[config.mk]
export PLATFORM = sky130hd
export DESIGN_NAME = one_wire_bus_master
export DESIGN_NICKNAME = d
export VERILOG_FILES = /design/src/hdl/owm_pkg.sv /design/src/hdl/one_wire_bus_master.sv /design/src/hdl/owm_step.sv
export SDC_FILE = /design/constraint.sdc
export NUM_CORES = 1
export LEC_CHECK = 0
export ABC_CLOCK_PERIOD_IN_PS = 4300
export BUFFER_PORTS_ARGS = -buffer_cell sky130_fd_sc_hd__buf_2
export CAP_MARGIN = 10
export CELL_PAD_IN_SITES_DETAIL_PLACEMENT = 0
export CELL_PAD_IN_SITES_GLOBAL_PLACEMENT = 2
export CORE_AREA = 2 2 122 124
export DETAILED_ROUTE_END_ITERATION = 16
export DIE_AREA = 0 0 124 126
export PLACE_DENSITY = 0.84
export REMOVE_ABC_BUFFERS = 1
export SLEW_MARGIN = 20
export SYNTH_ARGS = -nofsm -noshare
export SYNTH_HDL_FRONTEND = slang
export SYNTH_SLANG_ARGS = --single-unit
[constraint.sdc]
create_clock -name clk -period 4.3 [get_ports clk]
set_clock_uncertainty 0.05 [all_clocks]
set_input_delay 0.215 -clock clk [delete_from_list [all_inputs] [get_ports clk]]
set_output_delay 0.215 -clock clk [all_outputs]
set_load 0.01 [all_outputs]
[src/hdl/owm_pkg.sv]
`timescale 1ns / 1ps
`default_nettype none

package owm_pkg;

    localparam int TIMER_BITS = 10;
    localparam int DUR_BITS   = 10;
    localparam int CMP_BITS   = (TIMER_BITS > DUR_BITS) ? TIMER_BITS : DUR_BITS;
    localparam int EXT_BITS   = CMP_BITS + 1;
    localparam int CFG_INDEX_BITS = 3;

    localparam logic [EXT_BITS-1:0] TMAX_EXT = EXT_BITS'((1 << TIMER_BITS) - 1);

    typedef enum logic [CFG_INDEX_BITS-1:0] {
        REG_SLOT_LOW       = 3'd0,
        REG_SAMPLE_DELAY   = 3'd1,
        REG_SLOT_REST      = 3'd2,
        REG_RESET_LOW      = 3'd3,
        REG_PRESENCE_DELAY = 3'd4,
        REG_RESET_REST     = 3'd5
    } reg_index_t;

    typedef enum logic [2:0] {
        MODE_RESET      = 3'd0,
        MODE_WRITE_BIT  = 3'd1,
        MODE_READ_BIT   = 3'd2,
        MODE_WRITE_BYTE = 3'd3,
        MODE_READ_BYTE  = 3'd4
    } mode_t;

    typedef enum logic [2:0] {
        PH_IDLE  = 3'd0,
        PH_SLOW  = 3'd1,
        PH_SDLY  = 3'd2,
        PH_SREST = 3'd3,
        PH_RLOW  = 3'd4,
        PH_RWAIT = 3'd5,
        PH_RREST = 3'd6
    } phase_t;

    typedef struct packed {
        logic [3:0] slot_low_us;
        logic [5:0] sample_delay_us;
        logic [6:0] slot_rest_us;
        logic [9:0] reset_low_us;
        logic [7:0] presence_delay_us;
        logic [9:0] reset_rest_us;
    } cfg_t;

    typedef struct packed {
        phase_t                phase;
        logic [TIMER_BITS-1:0] tick_count;
        logic [2:0]            bit_index;
        logic [7:0]            shift_data;
        mode_t                 active_mode;
        logic                  error_flag;
    } state_t;

    typedef struct packed {
        logic       drive_low;
        logic       busy;
        logic       done;
        logic [7:0] result_byte;
        logic       presence_error;
    } res_t;

    // duration saturated at the timer maximum
    function automatic logic [EXT_BITS-1:0] clamp_dur(input logic [DUR_BITS-1:0] dur);
        logic [EXT_BITS-1:0] d;
        d = EXT_BITS'(dur);
        if (d > TMAX_EXT)
            d = TMAX_EXT;
        return d;
    endfunction

    function automatic logic phase_end(input logic [TIMER_BITS-1:0] tick,
                                       input logic [DUR_BITS-1:0] dur);
        logic [EXT_BITS-1:0] t;
        t = EXT_BITS'(tick) + 1'b1;
        return t >= clamp_dur(dur);
    endfunction

    function automatic logic rest_end(input logic [TIMER_BITS-1:0] tick,
                                      input logic [DUR_BITS-1:0] dur);
        return EXT_BITS'(tick) >= clamp_dur(dur);
    endfunction

endpackage

`default_nettype wire

[src/hdl/one_wire_bus_master.sv]
`timescale 1ns / 1ps
`default_nettype none

// one-wire bus master: every request is one microsecond tick of bus time carrying the
// sampled line level and an optional command; the master answers each request with one
// result giving the line drive for that tick, busy, a done pulse, the data byte and the
// presence error. A request is taken every clock cycle except while the output register
// is full and not being taken; its result appears in the next cycle from the output
// register, set by the single registered step of the bus state machine. The user must
// write timing registers through the config port only while the bus is idle; the block
// does not enforce this. Written values take effect on the next command.
module one_wire_bus_master (
    input  wire logic       clk,
    input  wire logic       rst_n,
    input  wire logic       cfg_we,
    input  wire logic [2:0] cfg_index,
    input  wire logic [9:0] cfg_data,
    input  wire logic       in_valid,
    output logic            in_ready,
    input  wire logic       cmd_valid,
    input  wire logic [2:0] mode,
    input  wire logic [7:0] cmd_byte,
    input  wire logic       line_level,
    output logic            out_valid,
    input  wire logic       out_ready,
    output logic            drive_low,
    output logic            busy_res,
    output logic            done_res,
    output logic [7:0]      result_byte,
    output logic            presence_error
);

    owm_pkg::cfg_t   cfg_reg;
    owm_pkg::state_t state_reg;
    owm_pkg::state_t state_next;
    owm_pkg::res_t   res_next;
    owm_pkg::res_t   res_reg;
    logic            out_valid_reg;
    logic            accept;

    assign in_ready = !out_valid_reg || out_ready;
    assign accept   = in_valid && in_ready;

    owm_step u_step (
        .cfg        (cfg_reg),
        .state      (state_reg),
        .cmd_valid  (cmd_valid),
        .mode       (mode),
        .cmd_byte   (cmd_byte),
        .line_level (line_level),
        .state_next (state_next),
        .res        (res_next)
    );

    always_ff @(posedge clk or negedge rst_n)
    begin
        if (!rst_n)
        begin
            cfg_reg.slot_low_us       <= 4'd1;
            cfg_reg.sample_delay_us   <= 6'd15;
            cfg_reg.slot_rest_us      <= 7'd45;
            cfg_reg.reset_low_us      <= 10'd500;
            cfg_reg.presence_delay_us <= 8'd66;
            cfg_reg.reset_rest_us     <= 10'd434;
        end
        else if (cfg_we)
        begin
            case (cfg_index)
                owm_pkg::REG_SLOT_LOW:       cfg_reg.slot_low_us       <= cfg_data[3:0];
                owm_pkg::REG_SAMPLE_DELAY:   cfg_reg.sample_delay_us   <= cfg_data[5:0];
                owm_pkg::REG_SLOT_REST:      cfg_reg.slot_rest_us      <= cfg_data[6:0];
                owm_pkg::REG_RESET_LOW:      cfg_reg.reset_low_us      <= cfg_data;
                owm_pkg::REG_PRESENCE_DELAY: cfg_reg.presence_delay_us <= cfg_data[7:0];
                owm_pkg::REG_RESET_REST:     cfg_reg.reset_rest_us     <= cfg_data;
                default:
                begin
                end
            endcase
        end
    end

    always_ff @(posedge clk or negedge rst_n)
    begin
        if (!rst_n)
        begin
            state_reg.phase       <= owm_pkg::PH_IDLE;
            state_reg.tick_count  <= '0;
            state_reg.bit_index   <= '0;
            state_reg.shift_data  <= '0;
            state_reg.active_mode <= owm_pkg::MODE_RESET;
            state_reg.error_flag  <= 1'b0;
            out_valid_reg         <= 1'b0;
        end
        else if (accept)
        begin
            state_reg     <= state_next;
            out_valid_reg <= 1'b1;
        end
        else if (out_ready)
            out_valid_reg <= 1'b0;
    end

    always_ff @(posedge clk)
    begin
        if (accept)
            res_reg <= res_next;
    end

    assign out_valid      = out_valid_reg;
    assign drive_low      = res_reg.drive_low;
    assign busy_res       = res_reg.busy;
    assign done_res       = res_reg.done;
    assign result_byte    = res_reg.result_byte;
    assign presence_error = res_reg.presence_error;

endmodule

`default_nettype wire

[src/hdl/owm_step.sv]
`timescale 1ns / 1ps
`default_nettype none

module owm_step (
    input  wire owm_pkg::cfg_t   cfg,
    input  wire owm_pkg::state_t state,
    input  wire logic            cmd_valid,
    input  wire logic [2:0]      mode,
    input  wire logic [7:0]      cmd_byte,
    input  wire logic            line_level,
    output owm_pkg::state_t      state_next,
    output owm_pkg::res_t        res
);

    owm_pkg::state_t s;
    logic            writing;
    logic            wr_zero;
    logic            bit_val;

    always_comb
    begin
        s = state;
        res = '0;
        bit_val = 1'b0;

        if (s.phase == owm_pkg::PH_IDLE && cmd_valid &&
            mode <= owm_pkg::MODE_READ_BYTE)
        begin
            s.active_mode = owm_pkg::mode_t'(mode);
            s.shift_data  = cmd_byte;
            s.bit_index   = '0;
            s.tick_count  = '0;
            s.error_flag  = 1'b0;
            s.phase = (mode == owm_pkg::MODE_RESET) ? owm_pkg::PH_RLOW : owm_pkg::PH_SLOW;
        end

        writing = (s.active_mode == owm_pkg::MODE_WRITE_BIT) ||
                  (s.active_mode == owm_pkg::MODE_WRITE_BYTE);
        // writing a zero keeps the line low for the whole slot
        wr_zero = writing && !s.shift_data[0];

        case (s.phase)
            owm_pkg::PH_SLOW:
            begin
                res.drive_low = 1'b1;
                if (owm_pkg::phase_end(s.tick_count, owm_pkg::DUR_BITS'(cfg.slot_low_us)))
                begin
                    s.phase = owm_pkg::PH_SDLY;
                    s.tick_count = '0;
                end
                else
                    s.tick_count = s.tick_count + 1'b1;
            end
            owm_pkg::PH_SDLY:
            begin
                res.drive_low = wr_zero;
                if (owm_pkg::phase_end(s.tick_count,
                                       owm_pkg::DUR_BITS'(cfg.sample_delay_us)))
                begin
                    s.phase = owm_pkg::PH_SREST;
                    s.tick_count = '0;
                end
                else
                    s.tick_count = s.tick_count + 1'b1;
            end
            owm_pkg::PH_SREST:
            begin
                res.drive_low = wr_zero;
                if (s.tick_count == '0)
                    s.error_flag = writing ? (s.shift_data[0] & line_level) : line_level;
                if (owm_pkg::rest_end(s.tick_count, owm_pkg::DUR_BITS'(cfg.slot_rest_us)))
                begin
                    bit_val = s.error_flag;
                    s.tick_count = '0;
                    if (s.active_mode == owm_pkg::MODE_WRITE_BIT ||
                        s.active_mode == owm_pkg::MODE_READ_BIT)
                    begin
                        res.done = 1'b1;
                        res.result_byte = {7'd0, bit_val};
                        s.phase = owm_pkg::PH_IDLE;
                    end
                    else
                    begin
                        s.shift_data = {bit_val, s.shift_data[7:1]};
                        if (s.bit_index == 3'd7)
                        begin
                            res.done = 1'b1;
                            res.result_byte = s.shift_data;
                            s.phase = owm_pkg::PH_IDLE;
                        end
                        else
                        begin
                            s.bit_index = s.bit_index + 1'b1;
                            s.phase = owm_pkg::PH_SLOW;
                        end
                    end
                    s.error_flag = 1'b0;
                end
                else
                    s.tick_count = s.tick_count + 1'b1;
            end
            owm_pkg::PH_RLOW:
            begin
                res.drive_low = 1'b1;
                if (owm_pkg::phase_end(s.tick_count, cfg.reset_low_us))
                begin
                    s.phase = owm_pkg::PH_RWAIT;
                    s.tick_count = '0;
                end
                else
                    s.tick_count = s.tick_count + 1'b1;
            end
            owm_pkg::PH_RWAIT:
            begin
                if (owm_pkg::phase_end(s.tick_count,
                                       owm_pkg::DUR_BITS'(cfg.presence_delay_us)))
                begin
                    s.phase = owm_pkg::PH_RREST;
                    s.tick_count = '0;
                end
                else
                    s.tick_count = s.tick_count + 1'b1;
            end
            owm_pkg::PH_RREST:
            begin
                // a high line at the presence sample means no device answered
                if (s.tick_count == '0)
                    s.error_flag = line_level;
                if (owm_pkg::rest_end(s.tick_count, cfg.reset_rest_us))
                begin
                    if (!line_level)
                        s.error_flag = 1'b1;
                    res.done = 1'b1;
                    res.presence_error = s.error_flag;
                    s.phase = owm_pkg::PH_IDLE;
                    s.tick_count = '0;
                end
                else
                    s.tick_count = s.tick_count + 1'b1;
            end
            owm_pkg::PH_IDLE:
            begin
            end
            default:
                s.phase = owm_pkg::PH_IDLE;
        endcase

        res.busy = (s.phase != owm_pkg::PH_IDLE);
        state_next = s;
    end

endmodule

`default_nettype wire

=== Word-level counts from Yosys, hierarchy flattened ===
Cells that the tools add are included.

* Register bits after elaboration: 86
* Input port bits: 31
* Output and inout bits: 14
* Logic and storage cells: 112

* Add/sub/neg operators: 3
* $lt $le $gt $ge: 7
* Equality and inequality tests: 15
* Muxes and demuxes: 37
* Bitwise logic cells: 4
* Reduce and logical (&&, ||, !) cells: 27

{| class="wikitable"
|+ Operators with widths
! cell !! number
|-
| $mux 10 || 6
|-
| $pmux 10 s6 || 1
|-
| $mux 11 || 3
|-
| $mux 28 || 1
|-
| $mux 9 || 3
|-
| $mux 3 || 8
|-
| $pmux 3 s7 || 1
|-
| $eq 3x2->1 const B || 6
|-
| $eq 3x3->1 const B || 6
|-
| $reduce_and 2->1 || 8
|-
| $logic_not 3->1 || 4
|-
| $add 10x1->11 const B || 1
|-
| $ge 11x10->1 || 1
|-
| $ge 11x4->1 || 1
|-
| $ge 11x6->1 || 1
|-
| $ge 11x8->1 || 1
|-
| $mux 1 || 11
|-
| $add 10x1->10 const B || 1
|-
| $ge 10x10->1 || 1
|-
| $ge 10x7->1 || 1
|-
| $logic_not 10->1 || 1
|-
| $eq 3x1->1 const B || 3
|-
| $pmux 1 s2 || 3
|-
| $logic_and 1x1->1 || 4
|-
| other kinds (10) || 16
|}

=== Longest topological paths before layout ===
* Word-level depth: 12
* Depth in mapped cells: 16
* Gate-level depth less buffers: 12

=== Hierarchy ===
From an unflattened synthesis, not the netlist that was laid out.

* Cells, all modules: 546
* Area, all modules: 5786.8 um^2

{| class="wikitable"
|+ Modules (own cells, without submodules)
! module !! instances !! cells each !! area each (um^2) !! sequential area each (um^2)
|-
| one_wire_bus_master || 1 || 177 || 3284.4 || 2239.6
|-
| owm_step || 1 || 369 || 2502.4 || 0.0
|}

=== Worst setup path before layout ===
Ideal clock, no wire load.

* Path kind: register -> register
* From: reg state_reg[25] (netlist name)
* To: reg res_reg (netlist bit busy_res) (data pin)
* Library setup time: 0.138 ns
* Data arrival time: 3.668 ns
* Data required time: 4.112 ns
* Setup slack: 0.444 ns
* Cell stages (with the launch flop): 16
* Path buffers: 5
* Clock period less this slack: 3.856 ns
* Cell sequence: dfrtp_1 -> buf_6 -> or4b_4 -> buf_6 -> nor2_2 -> buf_2 -> buf_2 -> nor2_1 -> ha_1 -> a2111oi_0 -> o21ai_0 -> a311o_1 -> o211ai_1 -> a31oi_1 -> buf_2 -> nand4_1

{| class="wikitable"
|+ RTL lines
! what !! RTL line !! text
|-
| start, declared || one_wire_bus_master.sv:34 || <nowiki>owm_pkg::state_t state_reg;</nowiki>
|-
| start signal, assigned || one_wire_bus_master.sv:96 || <nowiki>state_reg <= state_next;</nowiki>
|-
| end signal, assigned || one_wire_bus_master.sv:106 || <nowiki>res_reg <= res_next;</nowiki>
|-
| end, declared || one_wire_bus_master.sv:37 || <nowiki>owm_pkg::res_t res_reg;</nowiki>
|}

=== Worst setup path after layout ===
* From: reg state_reg[25] (netlist name)
* To: reg state_reg[15] (netlist name)

* Word-level cells in the longest chain between the ends: 8
* Elaborated cells on any way between the ends: 25
* Those cells by class: 2 x add/sub; 6 x order compare; 6 x eq/ne; 8 x mux; 3 x reduce/logical

{| class="wikitable"
|+ Ends and longest elaborated chain
! what !! RTL line !! text
|-
| $logic_not 3->1 || owm_step.sv:26 || <nowiki>if (s.phase == owm_pkg::PH_IDLE && cmd_valid &&</nowiki>
|-
| $logic_and 1x1->1 (2 in series) || owm_step.sv:26 ||
|-
| $mux 28 * || owm_step.sv:26 ||
|-
| $add 10x1->11 || owm_pkg.sv:79 || <nowiki>t = EXT_BITS'(tick) + 1'b1;</nowiki>
|-
| $ge 11x8->1, or another cell as far along || owm_pkg.sv:80 || <nowiki>return t >= clamp_dur(dur);</nowiki>
|-
| $mux 10, on equally long branches || n/a ||
|-
| $pmux 10 s6 * || owm_step.sv:42 || <nowiki>case (s.phase)</nowiki>
|}

Mark *: on every way between the ends. The rest lies on a longest branch, timed or not.
A chain may end at the register's enable or synchronous reset.

==> reports/qor.yml <==
gp_congestion: 0.834
synth_cell_types: 65
slowest_stage: "or4b_4"
synth_cells: 568
r2r_cells: 12
drt_iter0_markers: 227
rows: 44
placed_cell_area_um2: 5950
place_ws_ns: 0.455
ys_seq_area_share_pct: 40.8
cts_root_buffer: "clkbuf_16"
drv_cap: 0
hold_viol: 51
avgSynthCellArea_um2: 9.66
drive_gt1_share_pct: 25.6
post-cts-setup-buffers: 0
critical_path_class: "reg2reg"
vias_per_cell: 5.37
drc: 0
synth_top_area_cell: "dfrtp_1"
first_pass_iters: 4
yosys_warnings: 0
min_path_type: "in2async"
clk_pin_slew_ns: 0.06
worst_ep_required_time_ns: 4.52
cts_tree: "yes"
ys_top_cells_by_count: "nand2_1, dfrtp_1, nor2_1"
htreeDepth: 3
yosysTopAreaCellShare_pct: 23.7
cp_top_family: "compound AO/OA/AOI/OAI gates"
ff2ff_setup_slack_ns: 0.44
max_freq_ghz: 0.259
arrival_ns: 4.07
die_x_um: 124
syn-cell-area_um2: 5490
clk_path_buf_depth: 2
cts_inserted_buffers: 9
finalCritPeriodShare_pct: 89.7
grt.overflow.total: 0
drv_slew: 0
fin_area_um2: 6240
wire_per_inst_um: 17.1
die_area_um2: 15600
largest_register_ffs: 45
cts_resized: 0
fin_hold_ws_ns: -0.0242
diodes: 0
ir_worst_vdd_mv: 0.216
status: "finished, violations left"
start_kind: "register"
cts.sink_count: 86
synth_edf_count: 12
fillers: 1406
fin_nets: 683
synth_area_leaders: "dfrtp_1, dfstp_2, ha_1"
postRouteAntennaNets: 0
grt_pass1_vias: 4366
min_period_ns: 3.86
critical_path.endpoint_type: "register"
grt_setup_unrepaired: "no"
clock_latency_ns: 0.35
antenna_found_initial: 0
vias: 4331
violations: "hold timing"
cp_common_cell: "a31oi_1"
async_flop_share_pct: 86.0
globalRouteTotalUtil_pct: 19.1
yosys.cell_count.top_type: "nand2_1"
crit_chain: "or4b_4 -> o21ai_1 -> inv_1 -> ha_1 -> nand2b_1 -> a2111oi_0 -> o21ai_0 -> a311o_1 -> o211ai_1 -> a31oi_1 -> buf_4 -> a31oi_1"
drt_wl_total_um: 13800
fp.dieH_um: 126
fin_setup_tns_ns: 0
powerDensity_nw_per_um2: 517
tightest_slew_ns: 0.961
slowest_delay_ns: 0.63
ys_ff_latch: 86
yosys_most_used_dff: "dfrtp_1"
syn_to_final_growth_pct: 13.7
setup_violations: 0
worst_slack_ns: 0.443
p_leak_nw: 2.77
path_buf_inv: 2
grt_max_degree: 75
slew_headroom_pct: 35.9
crit_fanout: 10
core-area_um2: 14300
place_hpwl_um: 10400
pin_count: 45
crit_cells: 12
initial_utilization_pct: 38.3
port-buffer-count: 44
ctsHoldBuffers: 0
grt_pass1_wl_um: 22800
==> metrics by stage <==
stage	total power, mW	cells	util [%]	hold WS (ns)
final	3.23	806	43.6	-0.0242
after global routing	3.46	806	43.6	0.0346
after CTS	3.25	806	43.5	0.00988
after detailed placement	2.48	790	41.6	0.390
after global placement	2.45	790	41.6	0.374
after floorplan	2.08	546	-	-0.131
==> cells in the final DEF (no fill, tap or decap), types with 14 or more instances in the layout <==
cell type	n
a21oi_1	26
a31oi_1	14
buf_2	43
buf_4	17
dfrtp_1	52
dfstp_2	22
ha_1	35
inv_1	40
mux2_2	36
nand2_1	61
nor2_1	49
o21ai_0	29
==> path summary, 6_finish.rpt <==
check,start,endpoint
min reg2reg,state_reg[8]$_DFFE_PN0P_,state_reg[8]$_DFFE_PN0P_
max,state_reg[25]$_DFFE_PN0P_,state_reg[15]$_DFFE_PN0P_
min in group clk,in_valid,out_valid$_DFFE_PN0P_
min,rst_n,cfg_reg[2]$_DFFE_PN0P_
max reg2reg,state_reg[25]$_DFFE_PN0P_,state_reg[15]$_DFFE_PN0P_
max in group asynchronous,rst_n,state_reg[3]$_DFFE_PN0P_
==> report_power, final <==
| group | total, mW | leakage [nW] | switching (mW) | internal, mW |
|---|---|---|---|---|
| Sequential | 1.17 | 1.01 | 0.123 | 1.05 |
| Clock | 0.749 | 0.139 | 0.322 | 0.426 |
| Combinational | 1.31 | 1.62 | 0.746 | 0.561 |
==> metal layers <==
layer	up-vias	track usage, %	wire (um)
li1	2150	-	-
met1	2070	26.6	6580
met2	90	29.4	6320
met3	21	2.72	466
met4	0	8.39	406
met5	-	0	0
==> final cells by class <==
type	count	area, um^2	area share (%)
clock inverter	3	18.8	0.301
inverter	41	154	2.47
timing repair buffer	60	343	5.50
sequential	86	2240	35.9
clock buffer	13	262	4.19
multi-input combinational	419	2990	47.9
tap	184	230	3.69
==> cell families after synthesis <==
family                     Yosys count  synth area share (%)
DFF                                 86                  40.8
and+or+nand+nor                    190                  17.6
buffers and inverters               63                  4.92
muxes                               51                  10.8
adders and majority gates           35                  7.98
xor gates and xnor gates             8                  1.28
AOI/OAI and AO/OA                  135                  16.6
==> worst reg2reg max path, delay by kind of cell (launching register included) <==
family / cells / cell delay, ns
buffers and inverters: 2 / 0.34
and+or+nand+nor: 2 / 0.76
DFF: 1 / 0.40
adders and majority gates: 1 / 0.28
AOI/OAI and AO/OA: 7 / 1.94
Power figures use the tool's default switching activity.
